File: src/hw/rtl/swrm_pkg.sv
// ----------------------------------------------------------------------------
// Stack with running maximum: shared package
// Depth, widths, operation and status codes, and the command struct that
// the controller hands to the datapath.
// ----------------------------------------------------------------------------
package swrm_pkg;

  localparam int DEPTH   = 16;
  localparam int DATA_W  = 32;
  localparam int CNT_W   = $clog2(DEPTH + 1);
  localparam int ADDR_W  = (DEPTH > 1) ? $clog2(DEPTH) : 1;

  typedef enum logic {
    OP_PUSH = 1'b0,
    OP_POP  = 1'b1
  } opcode_t;

  typedef enum logic [1:0] {
    STATUS_OK    = 2'd0,
    STATUS_FULL  = 2'd1,
    STATUS_EMPTY = 2'd2
  } status_t;

  typedef enum logic {
    ST_IDLE = 1'b0,
    ST_EXEC = 1'b1
  } state_t;

  typedef struct packed {
    logic capture;
    logic commit;
  } swrm_cmd_t;

endpackage

File: src/hw/rtl/swrm_if.sv
// ----------------------------------------------------------------------------
// Stack with running maximum: channel interfaces
// Request channel carrying one stack operation, and response channel
// carrying its result.
// ----------------------------------------------------------------------------
interface swrm_req_if;
  logic                   valid;
  logic                   ready;
  swrm_pkg::opcode_t      opcode;
  logic signed [31:0]     push_value;

  modport source (output valid, output opcode, output push_value, input ready);
  modport sink   (input valid, input opcode, input push_value, output ready);
endinterface

interface swrm_rsp_if;
  logic                   valid;
  logic                   ready;
  swrm_pkg::status_t      status;
  logic signed [31:0]     popped_value;
  logic signed [31:0]     current_max;
  logic                   max_valid;

  modport source (output valid, output status, output popped_value,
                  output current_max, output max_valid, input ready);
  modport sink   (input valid, input status, input popped_value,
                  input current_max, input max_valid, output ready);
endinterface

File: src/hw/rtl/stack_with_running_max_unit.sv
// ----------------------------------------------------------------------------
// Stack with running maximum: top level
// Bounded stack of signed 32-bit values that reports its current maximum.
//
// Each request on req carries an opcode (push or pop) and a push value. Each
// request gives exactly one response on rsp: a status (ok, full or empty),
// the popped value, and the maximum held afterwards with its valid flag.
// A request is taken in the idle state while the tops of the value store and
// of the maxima store are read from their memories; the execute state then
// decides and writes back. No new request is taken until that one commits.
// The response is loaded into its output register when the request commits,
// and stays until the receiver takes it.
// A finished response may wait while the next request is accepted; if the
// receiver still stalls, that request holds in the execute state until the
// response register frees. Reset empties both stacks at once; the store
// contents are left as they are and never used before being written.
// ----------------------------------------------------------------------------
module stack_with_running_max_unit (
  input  logic       clk,
  input  logic       rst,
  swrm_req_if.sink   req,
  swrm_rsp_if.source rsp
);
  import swrm_pkg::*;

  swrm_cmd_t cmd;

  swrm_ctrl u_ctrl (
    .clk       (clk),
    .rst       (rst),
    .req_valid (req.valid),
    .req_ready (req.ready),
    .rsp_valid (rsp.valid),
    .rsp_ready (rsp.ready),
    .cmd       (cmd)
  );

  swrm_datapath u_datapath (
    .clk          (clk),
    .rst          (rst),
    .cmd          (cmd),
    .opcode       (req.opcode),
    .push_value   (req.push_value),
    .status       (rsp.status),
    .popped_value (rsp.popped_value),
    .current_max  (rsp.current_max),
    .max_valid    (rsp.max_valid)
  );

endmodule

File: src/hw/rtl/swrm_ctrl.sv
// ----------------------------------------------------------------------------
// Stack with running maximum: controller
// Two-state sequencer that takes a request, lets the stack tops be read,
// and commits the operation once the response register is free.
// ----------------------------------------------------------------------------
module swrm_ctrl (
  input  logic                clk,
  input  logic                rst,
  input  logic                req_valid,
  output logic                req_ready,
  output logic                rsp_valid,
  input  logic                rsp_ready,
  output swrm_pkg::swrm_cmd_t cmd
);
  import swrm_pkg::*;

  state_t state;
  state_t state_next;
  logic   rsp_valid_next;
  logic   slot_free;

  assign slot_free = !rsp_valid || rsp_ready;

  always_comb begin
    state_next = state;
    unique case (state)
      ST_IDLE: begin
        if (req_valid) state_next = ST_EXEC;
      end
      ST_EXEC: begin
        if (slot_free) state_next = ST_IDLE;
      end
      default: state_next = ST_IDLE;
    endcase
  end

  always_comb begin
    req_ready   = 1'b0;
    cmd.capture = 1'b0;
    cmd.commit  = 1'b0;
    unique case (state)
      ST_IDLE: begin
        req_ready   = 1'b1;
        cmd.capture = req_valid;
      end
      ST_EXEC: begin
        cmd.commit = slot_free;
      end
      default: begin
        req_ready = 1'b0;
      end
    endcase
  end

  assign rsp_valid_next = cmd.commit || (rsp_valid && !rsp_ready);

  always_ff @(posedge clk) begin
    if (rst) begin
      state     <= ST_IDLE;
      rsp_valid <= 1'b0;
    end else begin
      state     <= state_next;
      rsp_valid <= rsp_valid_next;
    end
  end

endmodule

File: src/hw/rtl/swrm_datapath.sv
// ----------------------------------------------------------------------------
// Stack with running maximum: datapath
// Value and maxima stores with registered reads of their tops, the two
// counts, the operation decode and the response register.
// ----------------------------------------------------------------------------
module swrm_datapath (
  input  logic                     clk,
  input  logic                     rst,
  input  swrm_pkg::swrm_cmd_t      cmd,
  input  swrm_pkg::opcode_t        opcode,
  input  logic signed [31:0]       push_value,
  output swrm_pkg::status_t        status,
  output logic signed [31:0]       popped_value,
  output logic signed [31:0]       current_max,
  output logic                     max_valid
);
  import swrm_pkg::*;

  logic signed [DATA_W-1:0] value_mem [DEPTH];
  logic signed [DATA_W-1:0] max_mem [DEPTH];

  logic [CNT_W-1:0]         value_count;
  logic [CNT_W-1:0]         max_count;
  logic [CNT_W-1:0]         value_count_next;
  logic [CNT_W-1:0]         max_count_next;
  logic [CNT_W-1:0]         value_top_idx;
  logic [CNT_W-1:0]         max_top_idx;
  logic [CNT_W-1:0]         max_below_idx;

  opcode_t                  op_q;
  logic signed [DATA_W-1:0] val_q;
  logic signed [DATA_W-1:0] rd_value;
  logic signed [DATA_W-1:0] rd_max_top;
  logic signed [DATA_W-1:0] rd_max_below;

  logic                     full;
  logic                     empty;
  logic                     push_ok;
  logic                     max_push;
  logic                     max_pop;
  status_t                  status_next;
  logic signed [DATA_W-1:0] popped_next;
  logic signed [DATA_W-1:0] max_next;
  logic                     max_valid_next;

  assign value_top_idx = value_count - CNT_W'(1);
  assign max_top_idx   = max_count - CNT_W'(1);
  assign max_below_idx = max_count - CNT_W'(2);

  assign full  = (value_count == CNT_W'(DEPTH));
  assign empty = (value_count == '0);

  always_comb begin
    push_ok          = 1'b0;
    max_push         = 1'b0;
    max_pop          = 1'b0;
    status_next      = STATUS_OK;
    popped_next      = '0;
    max_next         = rd_max_top;
    value_count_next = value_count;
    max_count_next   = max_count;
    case (op_q)
      OP_PUSH: begin
        if (full) begin
          status_next = STATUS_FULL;
        end else begin
          push_ok          = 1'b1;
          value_count_next = value_count + CNT_W'(1);
          max_push         = (max_count == '0 || val_q >= rd_max_top) &&
                             (max_count != CNT_W'(DEPTH));
          if (max_push) begin
            max_count_next = max_count + CNT_W'(1);
            max_next       = val_q;
          end
        end
      end
      OP_POP: begin
        if (empty) begin
          status_next = STATUS_EMPTY;
        end else begin
          popped_next      = rd_value;
          value_count_next = value_count - CNT_W'(1);
          max_pop          = (max_count != '0) && (rd_value == rd_max_top);
          if (max_pop) begin
            max_count_next = max_count - CNT_W'(1);
            max_next       = rd_max_below;
          end
        end
      end
      default: begin
        status_next = STATUS_OK;
      end
    endcase
    max_valid_next = (value_count_next != '0) && (max_count_next != '0);
    if (!max_valid_next) max_next = '0;
  end

  always_ff @(posedge clk) begin
    rd_value     <= value_mem[value_top_idx[ADDR_W-1:0]];
    rd_max_top   <= max_mem[max_top_idx[ADDR_W-1:0]];
    rd_max_below <= max_mem[max_below_idx[ADDR_W-1:0]];
    if (cmd.commit && push_ok) value_mem[value_count[ADDR_W-1:0]] <= val_q;
    if (cmd.commit && max_push) max_mem[max_count[ADDR_W-1:0]] <= val_q;
  end

  always_ff @(posedge clk) begin
    if (cmd.capture) begin
      op_q  <= opcode;
      val_q <= push_value;
    end
    if (cmd.commit) begin
      status       <= status_next;
      popped_value <= popped_next;
      current_max  <= max_next;
      max_valid    <= max_valid_next;
    end
  end

  always_ff @(posedge clk) begin
    if (rst) begin
      value_count <= '0;
      max_count   <= '0;
    end else if (cmd.commit) begin
      value_count <= value_count_next;
      max_count   <= max_count_next;
    end
  end

endmodule

File: src/flat_wrapper.sv
// flat-port wrapper written by rule: the top's interface ports become plain ports
module stack_with_running_max_unit_flat import swrm_pkg::*;
  (clk, rst, req_valid, req_opcode, req_push_value, req_ready, rsp_valid, rsp_status, rsp_popped_value, rsp_current_max, rsp_max_valid, rsp_ready);
  swrm_req_if req_i ();
  swrm_rsp_if rsp_i ();
  input  logic clk;
  input  logic rst;
  input wire logic [$bits(req_i.valid)-1:0] req_valid;
  input wire logic [$bits(req_i.opcode)-1:0] req_opcode;
  input wire logic [$bits(req_i.push_value)-1:0] req_push_value;
  output wire logic [$bits(req_i.ready)-1:0] req_ready;
  output wire logic [$bits(rsp_i.valid)-1:0] rsp_valid;
  output wire logic [$bits(rsp_i.status)-1:0] rsp_status;
  output wire logic [$bits(rsp_i.popped_value)-1:0] rsp_popped_value;
  output wire logic [$bits(rsp_i.current_max)-1:0] rsp_current_max;
  output wire logic [$bits(rsp_i.max_valid)-1:0] rsp_max_valid;
  input wire logic [$bits(rsp_i.ready)-1:0] rsp_ready;
  assign req_i.valid = req_valid;
  assign req_i.opcode = req_opcode;
  assign req_i.push_value = req_push_value;
  assign req_ready = req_i.ready;
  assign rsp_valid = rsp_i.valid;
  assign rsp_status = rsp_i.status;
  assign rsp_popped_value = rsp_i.popped_value;
  assign rsp_current_max = rsp_i.current_max;
  assign rsp_max_valid = rsp_i.max_valid;
  assign rsp_i.ready = rsp_ready;
  stack_with_running_max_unit u_core (.clk(clk), .rst(rst), .req(req_i), .rsp(rsp_i));
endmodule
File: config.mk
export PLATFORM = sky130hd
export DESIGN_NAME = stack_with_running_max_unit_flat
export DESIGN_NICKNAME = d
export VERILOG_FILES = /design/src/hw/rtl/swrm_pkg.sv /design/src/hw/rtl/swrm_if.sv /design/src/hw/rtl/stack_with_running_max_unit.sv /design/src/hw/rtl/swrm_ctrl.sv /design/src/hw/rtl/swrm_datapath.sv /design/src/flat_wrapper.sv
export SDC_FILE = /design/constraint.sdc
export NUM_CORES = 2
export LEC_CHECK = 0
export BUFFER_PORTS_ARGS = -buffer_cell sky130_fd_sc_hd__buf_4
export CAP_MARGIN = 20
export CORE_ASPECT_RATIO = 0.6
export CORE_MARGIN = 8
export CORE_UTILIZATION = 59
export CTS_BUF_LIST = sky130_fd_sc_hd__clkbuf_4
export CTS_CLUSTER_DIAMETER = 50
export CTS_CLUSTER_SIZE = 12
export DETAILED_ROUTE_END_ITERATION = 7
export MAX_ROUTING_LAYER = met4
export PLACE_DENSITY = 0.79
export RECOVER_POWER = 100
export SYNTH_ARGS = -nofsm -noshare
export SYNTH_HDL_FRONTEND = slang
export SYNTH_HIERARCHICAL = 1
export SYNTH_SLANG_ARGS = --single-unit
File: constraint.sdc
create_clock -name clk -period 5.75 [get_ports clk]
set_clock_uncertainty 0.05 [all_clocks]
set_input_delay 0.575 -clock clk [delete_from_list [all_inputs] [get_ports clk]]
set_output_delay 0.575 -clock clk [all_outputs]
set_load 0.005 [all_outputs]
After elaboration in Yosys (flattened, before gate mapping)
Memories as Yosys holds them, arrays and structs flattened. A register that Yosys moved wholly into a read port is not among the register bits.
Index checks and enable logic that the tools add are counted.
{ "word_totals": {"ff_bits": 112, "mem_bits_rw": 1024, "input_bits": 37, "output_inout_bits": 69, "mem_count": 2} }
{ "op_classes": {"add_sub_neg": 5, "order_cmp": 1, "eq_ne": 3, "muxes": 30, "bitwise": 2, "reduce_logical": 17} }
{ "mem_list": {"columns": ["memory", "depth", "word_bits", "rd", "rd_clocked_by_memory_dff", "write_ports", "line_no", "source"], "rows": [
  ["u_core.u_datapath.max_mem", 16, 32, 2, 2, 1, "swrm_datapath.sv:20", "logic signed [DATA_W-1:0] max_mem [DEPTH];"],
  ["u_core.u_datapath.value_mem", 16, 32, 1, 1, 1, "swrm_datapath.sv:19", "logic signed [DATA_W-1:0] value_mem [DEPTH];"]
]} }
{ "op_table": {"columns": ["cell", "count"], "rows": [
  ["$mux W32", 4],
  ["$pmux W32 S2", 1],
  ["$eq A32 B32 Y1", 1],
  ["$ge A32 B32 Y1", 1],
  ["$mux W5", 6],
  ["$pmux W5 S2", 2],
  ["$reduce_bool A5 Y1", 3],
  ["$mux W1", 14],
  ["$add A5 B1 Y5 const B", 2],
  ["$logic_not A5 Y1", 2],
  ["$sub A5 B1 Y5 const B", 2],
  ["$logic_and A1 B1 Y1", 6],
  ["$eq A5 B5 Y1 const B", 1],
  ["$ne A5 B5 Y1 const B", 1],
  ["$pmux W2 S2", 1],
  ["$sub A4 B2 Y4 const B", 1],
  ["$logic_or A1 B1 Y1", 3],
  ["$logic_not A1 Y1", 2],
  ["$mux W2", 1],
  ["$not A1 Y1", 2],
  ["$pmux W1 S2", 1],
  ["$reduce_or A2 Y1", 1]
]} }

Longest topological paths before layout
{ "logic_depth": {"word_depth": 8, "ltp_mapped": 17, "mapped_depth_nobuf": 11} }

Cells and area by module
Netlist, hierarchy kept.
{ "modules_own_cells": {"columns": ["mod", "n_inst", "cells_per_inst", "area_per_inst_um2", "seq_area_each_um2"], "rows": [
  ["swrm_datapath", 1, 2327, 50644.8, 35874.4],
  ["swrm_ctrl", 1, 9, 87.6, 40.0]
]} }

Worst setup path after synthesis
OpenSTA, ideal clock, no wires.
{ "synth_path": {"path_type": "register to register", "start": "reg u_core.u_datapath.value_count[0]", "end": "mem u_core.u_datapath.max_mem[1][0] (enable)", "setup_ns": 0.461, "arrival_time_ns": 5.212, "setup_slack_ns": 0.026, "stages_incl_launch_ff": 14, "n_path_buf": 4, "path_cell_list": "dfxtp_1 > clkbuf_1 > clkbuf_1 > buf_1 > inv_1 > ha_1 > or3b_1 > buf_4 > nor2_1 > nor2_1 > nand2_1 > nor2_1 > nand2_1 > nor3_1"} }
{ "synth_via": {"elab_chain_len": 6} }
{ "synth_lines": {"columns": ["element", "line_no", "source"], "rows": [
  ["start: declaration", "swrm_datapath.sv:22", "logic [CNT_W-1:0] value_count;"],
  ["start signal: assignment", "swrm_datapath.sv:124", "value_count <= value_count_next;"],
  ["$eq A5 B5 Y1", "swrm_datapath.sv:50", "assign full = (value_count == CNT_W'(DEPTH));"],
  ["$mux W1", "swrm_datapath.sv:64", "if (full) begin"],
  ["$mux W1", "swrm_datapath.sv:62", "case (op_q)"],
  ["$logic_and A1 B1 Y1", "swrm_datapath.sv:103", "if (cmd.commit && max_push) max_mem[max_count[ADDR_W-1:0]] <= val_q;"],
  ["$mux W1", "swrm_datapath.sv:103", null],
  ["$mux W1 (not written as such)", "swrm_datapath.sv:103", null],
  ["end: declaration", "swrm_datapath.sv:20", null]
]} }
Every way passes these cells.

Final worst setup path
{ "layout_path": {"start": "reg u_core.u_datapath.val_q[23]", "end": "mem u_core.u_datapath.max_mem[3][16] (enable)"} }
{ "layout_via": {"elab_chain_len": 8} }
{ "layout_lines": {"columns": ["element", "line_no", "source"], "rows": [
  ["start: declaration", "swrm_datapath.sv:31", "logic signed [DATA_W-1:0] val_q;"],
  ["start signal: assignment", "swrm_datapath.sv:109", "val_q <= push_value;"],
  ["$ge A32 B32 Y1", "swrm_datapath.sv:69", "max_push = (max_count == '0 || val_q >= rd_max_top) &&"],
  ["$logic_or A1 B1 Y1", "swrm_datapath.sv:69", null],
  ["$logic_and A1 B1 Y1", "swrm_datapath.sv:69", null],
  ["$mux W1", "swrm_datapath.sv:64", null],
  ["$mux W1", "swrm_datapath.sv:62", null],
  ["$logic_and A1 B1 Y1", "swrm_datapath.sv:103", null],
  ["$mux W1", "swrm_datapath.sv:103", null],
  ["$mux W1 (not written as such)", "swrm_datapath.sv:103", null]
]} }
Every way passes these cells.

==> metrics.md <==
| Metric | Value |
|---|---|
| Status | finished with violations |
| Failing checks | design-rule violations, max-capacitance violations, max-slew violations |
| Final setup vio count | 0 |
| Slew HR | -1.04 |
| Final TNS setup | 0 ps |
| First-pass GRT wire length | 181000 µm |
| Row cnt | 83 |
| Critical-path cell list | clkbuf_1 -> ha_1 -> nand4_1 -> o211ai_1 -> a21oi_1 -> mux2i_1 -> nand2_1 -> nor2_1 -> nand2_1 -> nor3_1 -> clkbuf_2 |
| VDD IR max | 0.000236 V |
| Post-place setup slack | 928 ps |
| Setup CP Type | register to register |
| Internal power | 12400 µW |
| CTS clk-pin slew, worst paths | 130 ps |
| Share of layout cells above drive strength 1 | 0.329 |
| Vias in the first global route | 26100 |
| Reg2reg setup slack | 490 ps |
| Vias | 26100 |
| Pwr/cell area | 299 nW/µm² |
| Gr ovfl total | 0 |
| GPL Wtd Cong | 0.882 |
| Multi-input gate area | 14100 µm² |
| Fmax | 190 MHz |
| Clock sink count | 1232 |
| TritonCTS buffer count | 113 |
| Worst slew pin tran | 3060 ps |
| Layout area overhead | 8.26% |
| HP Class | input pin to register |
| Vias per inst | 6.85 |
| Largest net degree at the start of global routing | 72 |
| Total power | 16400 µW |
| Logic pwr share | 0.108 |
| Final setup margin | 495 ps |
| Max Cap Violations | 28 |
| Post-CTS setup buffer count | 0 |
| Net Sw Power | 4000 µW |
| Netlist cell types | 67 |
| Netlist Area Pre-Place | 50700 µm² |
| Seq pwr share | 0.622 |
| Minimum clock period | 5260 ps |
| DIE HEIGHT | 243 µm |
| Hold Slack | 196 ps |
| DRT iter0 DRCs | 3619 |
| CP Data Arrival Time | 5860 ps |
| Crit. End Element | register |
| Leak pwr | 0.0169 µW |
| Port buffer count | 105 |
| Die ar. | 95900 µm² |
| Syn Nets | 2416 |
| Final hold vios | 0 |
| Clk buf depth | 3 |
| WHS Endpoint | u_core/u_datapath/val_q[27]$_DFFE_PP_ |
| Flops & latches, synth | 1232 |
| All-Layer GR Usage | 0.264 |
| Post-synth ARST share | 0 |
| Clock power frac | 0.269 |
| Fill count | 5593 |
| Initial antenna violation count | 5 |
| IO Pins | 106 |
| Max-slew violations | 764 |
| Number of synthesized flops with an enable pin | 1124 |
| Top_reg_cell synth | edfxtp_1 |
| End of the worst register-to-register path | u_core/u_datapath/max_mem[3][16]$_DFFE_PP_ |
| Final #Nets | 2638 |
| Ys Warns | 6 |
| Design Area, Final | 54900 µm² |
| RSZ-0062 raised after global routing | no |
| CP dominant cell by count | nand2_1 |
| Hold_sp | req_push_value[27] |
| Sw frac | 0.243 |
| Skew-Pair Late Insertion Delay | 1070 ps |
| Crit-path max cell delay | 1020 ps |
| Post-DP HPWL | 75400 µm |
| Core box area | 85400 µm² |
| Chip Width | 395 µm |
| Startpoint Class | register |
| R2R depth | 11 |
| Hold Crit Depth | 2 |
| CTS H-tree lvls | 3 |
| # DRC | 6 |
| Reg area | 35900 µm² |
| Post-synthesis sequential area ratio | 0.708 |
| Avg Cell Area, Syn | 21.7 µm² |
| DRT Pass-1 Iters | 8 |
| Area after DPL | 53500 µm² |
| Initial core utilization | 0.594 |
| Crit Reg-Reg Startpoint | u_core/u_datapath/val_q[23]$_DFFE_PP_ |
| Post-Synthesis Cells | 2336 |
| Remaining antenna violation count | 0 |
| Clock tree root buffer cell | clkbuf_4 |
| CP required | 6350 ps |
| Critical-path top delay cell | clkbuf_1 |
| Maximum net fanout on the critical path | 34 |
| WL per Instance | 32.5 µm |
| Drt total wl | 124000 µm |
| Fin crit share | 0.914 |
| CTS tree | built |
==> cell families after synthesis <==
| kind of cell | share of synthesized area |
|---|---|
| xor gates and xnor gates | 0.00708 |
| and+or+nand+nor | 0.0238 |
| DFF | 0.708 |
| AOI/OAI and AO/OA | 0.0171 |
| muxes | 0.219 |
| adders and majority gates | 0.0106 |
| buffers and inverters | 0.0149 |
==> repair_timing <==
action                                 in CTS  in global routing
hold buffers                               37                  0
gates resized for setup                     0                  0
endpoints found under the hold margin      45                  0
==> layout by cell type, fill, tap and decap left out, types with 3 or more instances in the layout <==
cell type,n
a22oi_1,3
mux2i_1,25
clkbuf_1,72
a21oi_1,42
nor4_1,10
clkbuf_2,12
o21ai_0,9
nand2b_1,3
and2_1,8
o21a_1,3
xnor2_1,5
nand2_1,48
ha_1,40
clkbuf_4,277
nor2_1,38
mux4_2,480
nand3_1,8
dfxtp_1,106
inv_1,44
nor2_4,19
nor2b_1,3
inv_2,3
a211oi_1,3
o22ai_1,16
dlygate4sd3_1,37
xor2_1,32
edfxtp_1,1124
nor3_1,28
diode_2,9
and2_0,28
nand4_1,5
buf_4,50
a221oi_1,16
==> Yosys cell counts, types with 2 or more instances <==
master,n,area share
inv_1,44,0.0033
clkbuf_1,88,0.0065
or3b_1,2,0.00035
and2_1,35,0.0043
nor2b_1,4,0.00049
nand2_1,48,0.0036
mux2i_1,24,0.0047
o31ai_1,2,0.00030
a31oi_1,2,0.00025
nor4_1,10,0.0012
nand4_2,2,0.00049
a21oi_1,42,0.0041
nor3_1,13,0.0013
nand3_1,8,0.00079
nor3_2,15,0.0030
clkbuf_8,2,0.00054
a221oi_2,14,0.0041
ha_1,43,0.011
a221oi_1,3,0.00052
mux4_2,480,0.21
o21ai_0,9,0.00089
dfxtp_1,108,0.043
nand2b_1,3,0.00037
o211ai_1,2,0.00030
a211oi_1,3,0.00044
a22oi_1,3,0.00044
a211o_1,2,0.00035
buf_1,36,0.0027
o21a_1,3,0.00044
xor2_1,34,0.0059
nor4_4,2,0.00084
o22ai_1,16,0.0020
buf_6,5,0.0011
and2_2,2,0.00030
edfxtp_1,1124,0.67
nor2_1,59,0.0044
xnor2_1,7,0.0012
dlygate4sd1_1,3,0.00052
a311oi_1,2,0.00035
nand4_1,5,0.00062
==> how the worst max path moves through the flow <==
| stage | startpoint | endpoint | slack [ps] | cells past startpoint |
|---|---|---|---|---|
| 5_1_grt | u_core/u_datapath/val_q[23]$_DFFE_PP_ | u_core/u_datapath/max_mem[3][9]$_DFFE_PP_ | 310 | 12 |
| 3_3_place_gp | u_core/u_datapath/val_q[7]$_DFFE_PP_ | u_core/u_datapath/max_mem[9][21]$_DFFE_PP_ | 1140 | 11 |
| 2_1_floorplan | u_core/u_datapath/value_count[0]$_SDFFE_PP0P_ | u_core/u_datapath/max_mem[1][0]$_DFFE_PP_ | 30 | 13 |
| 4_1_cts | u_core/u_datapath/val_q[7]$_DFFE_PP_ | u_core/u_datapath/max_mem[9][23]$_DFFE_PP_ | 880 | 11 |
| 6_report | u_core/u_datapath/val_q[23]$_DFFE_PP_ | u_core/u_datapath/max_mem[3][16]$_DFFE_PP_ | 490 | 11 |
| 3_5_place_dp | u_core/u_datapath/val_q[7]$_DFFE_PP_ | u_core/u_datapath/max_mem[9][21]$_DFFE_PP_ | 930 | 11 |
==> critical path: cells and delay by family (launching register included) <==
kind,cells,cell delay (ps)
fa+ha+maj,1,340
flops,1,360
buf+inv,2,1840
simple gates,5,1150
compound gates,2,760
mux,1,330
==> power by group through the flow <==
| stage | Clock [µW] | Sequential (µW) | Combinational (µW) |
|---|---|---|---|
| floorplan | 0 | 10300 | 1120 |
| global placement | 0 | 10400 | 1720 |
| detailed placement | 0 | 10400 | 1760 |
| CTS | 4500 | 10200 | 1790 |
| global route | 4840 | 10200 | 1870 |
| finish | 4420 | 10200 | 1780 |
==> per-stage QoR <==
| step | util | cells |
|---|---|---|
| detailed placement | 0.626 | 3552 |
| finish | 0.643 | 3812 |
| global route | 0.643 | 3812 |
| floorplan | - | 2336 |
| CTS | 0.650 | 3802 |
| global placement | 0.626 | 3552 |
==> metal layers <==
metal	wire length, µm	vias to the layer above	share of wire	track usage
met3	17400	215	0.14	0.0849
met1	48500	13700	0.39	0.383
met5	0	-	0	-
met4	2300	0	0.019	0.0549
li1	-	10400	-	-
met2	55800	1848	0.45	0.373
==> flip-flops by register name, summed over array words and instances (netlist names) <==
signal / count
u_core/u_datapath/rd_max_below: 32
u_core/u_datapath/status: 2
u_core/u_datapath/max_count: 5
u_core/u_datapath/current_max: 32
u_core/u_datapath/val_q: 32
u_core/u_ctrl/state: 1
u_core/u_ctrl/rsp_valid: 1
u_core/u_datapath/rd_value: 32
u_core/u_datapath/max_mem: 512
u_core/u_datapath/value_mem: 512
u_core/u_datapath/value_count: 5
u_core/u_datapath/op_q: 1
u_core/u_datapath/popped_value: 32
u_core/u_datapath/max_valid: 1
u_core/u_datapath/rd_max_top: 32
==> layout make-up <==
cell class / count / share of cell area
Tap cell: 1147 / 0.0261
Inverter: 45 / 0.00308
Timing Repair Buffer: 243 / 0.0296
Clock buffer: 206 / 0.0282
Multi-Input combinational cell: 923 / 0.257
Antenna cell: 9 / 0.000410
Clock inverter: 7 / 0.00173
Sequential cell: 1232 / 0.654
Power figures use the tool's default switching activity.
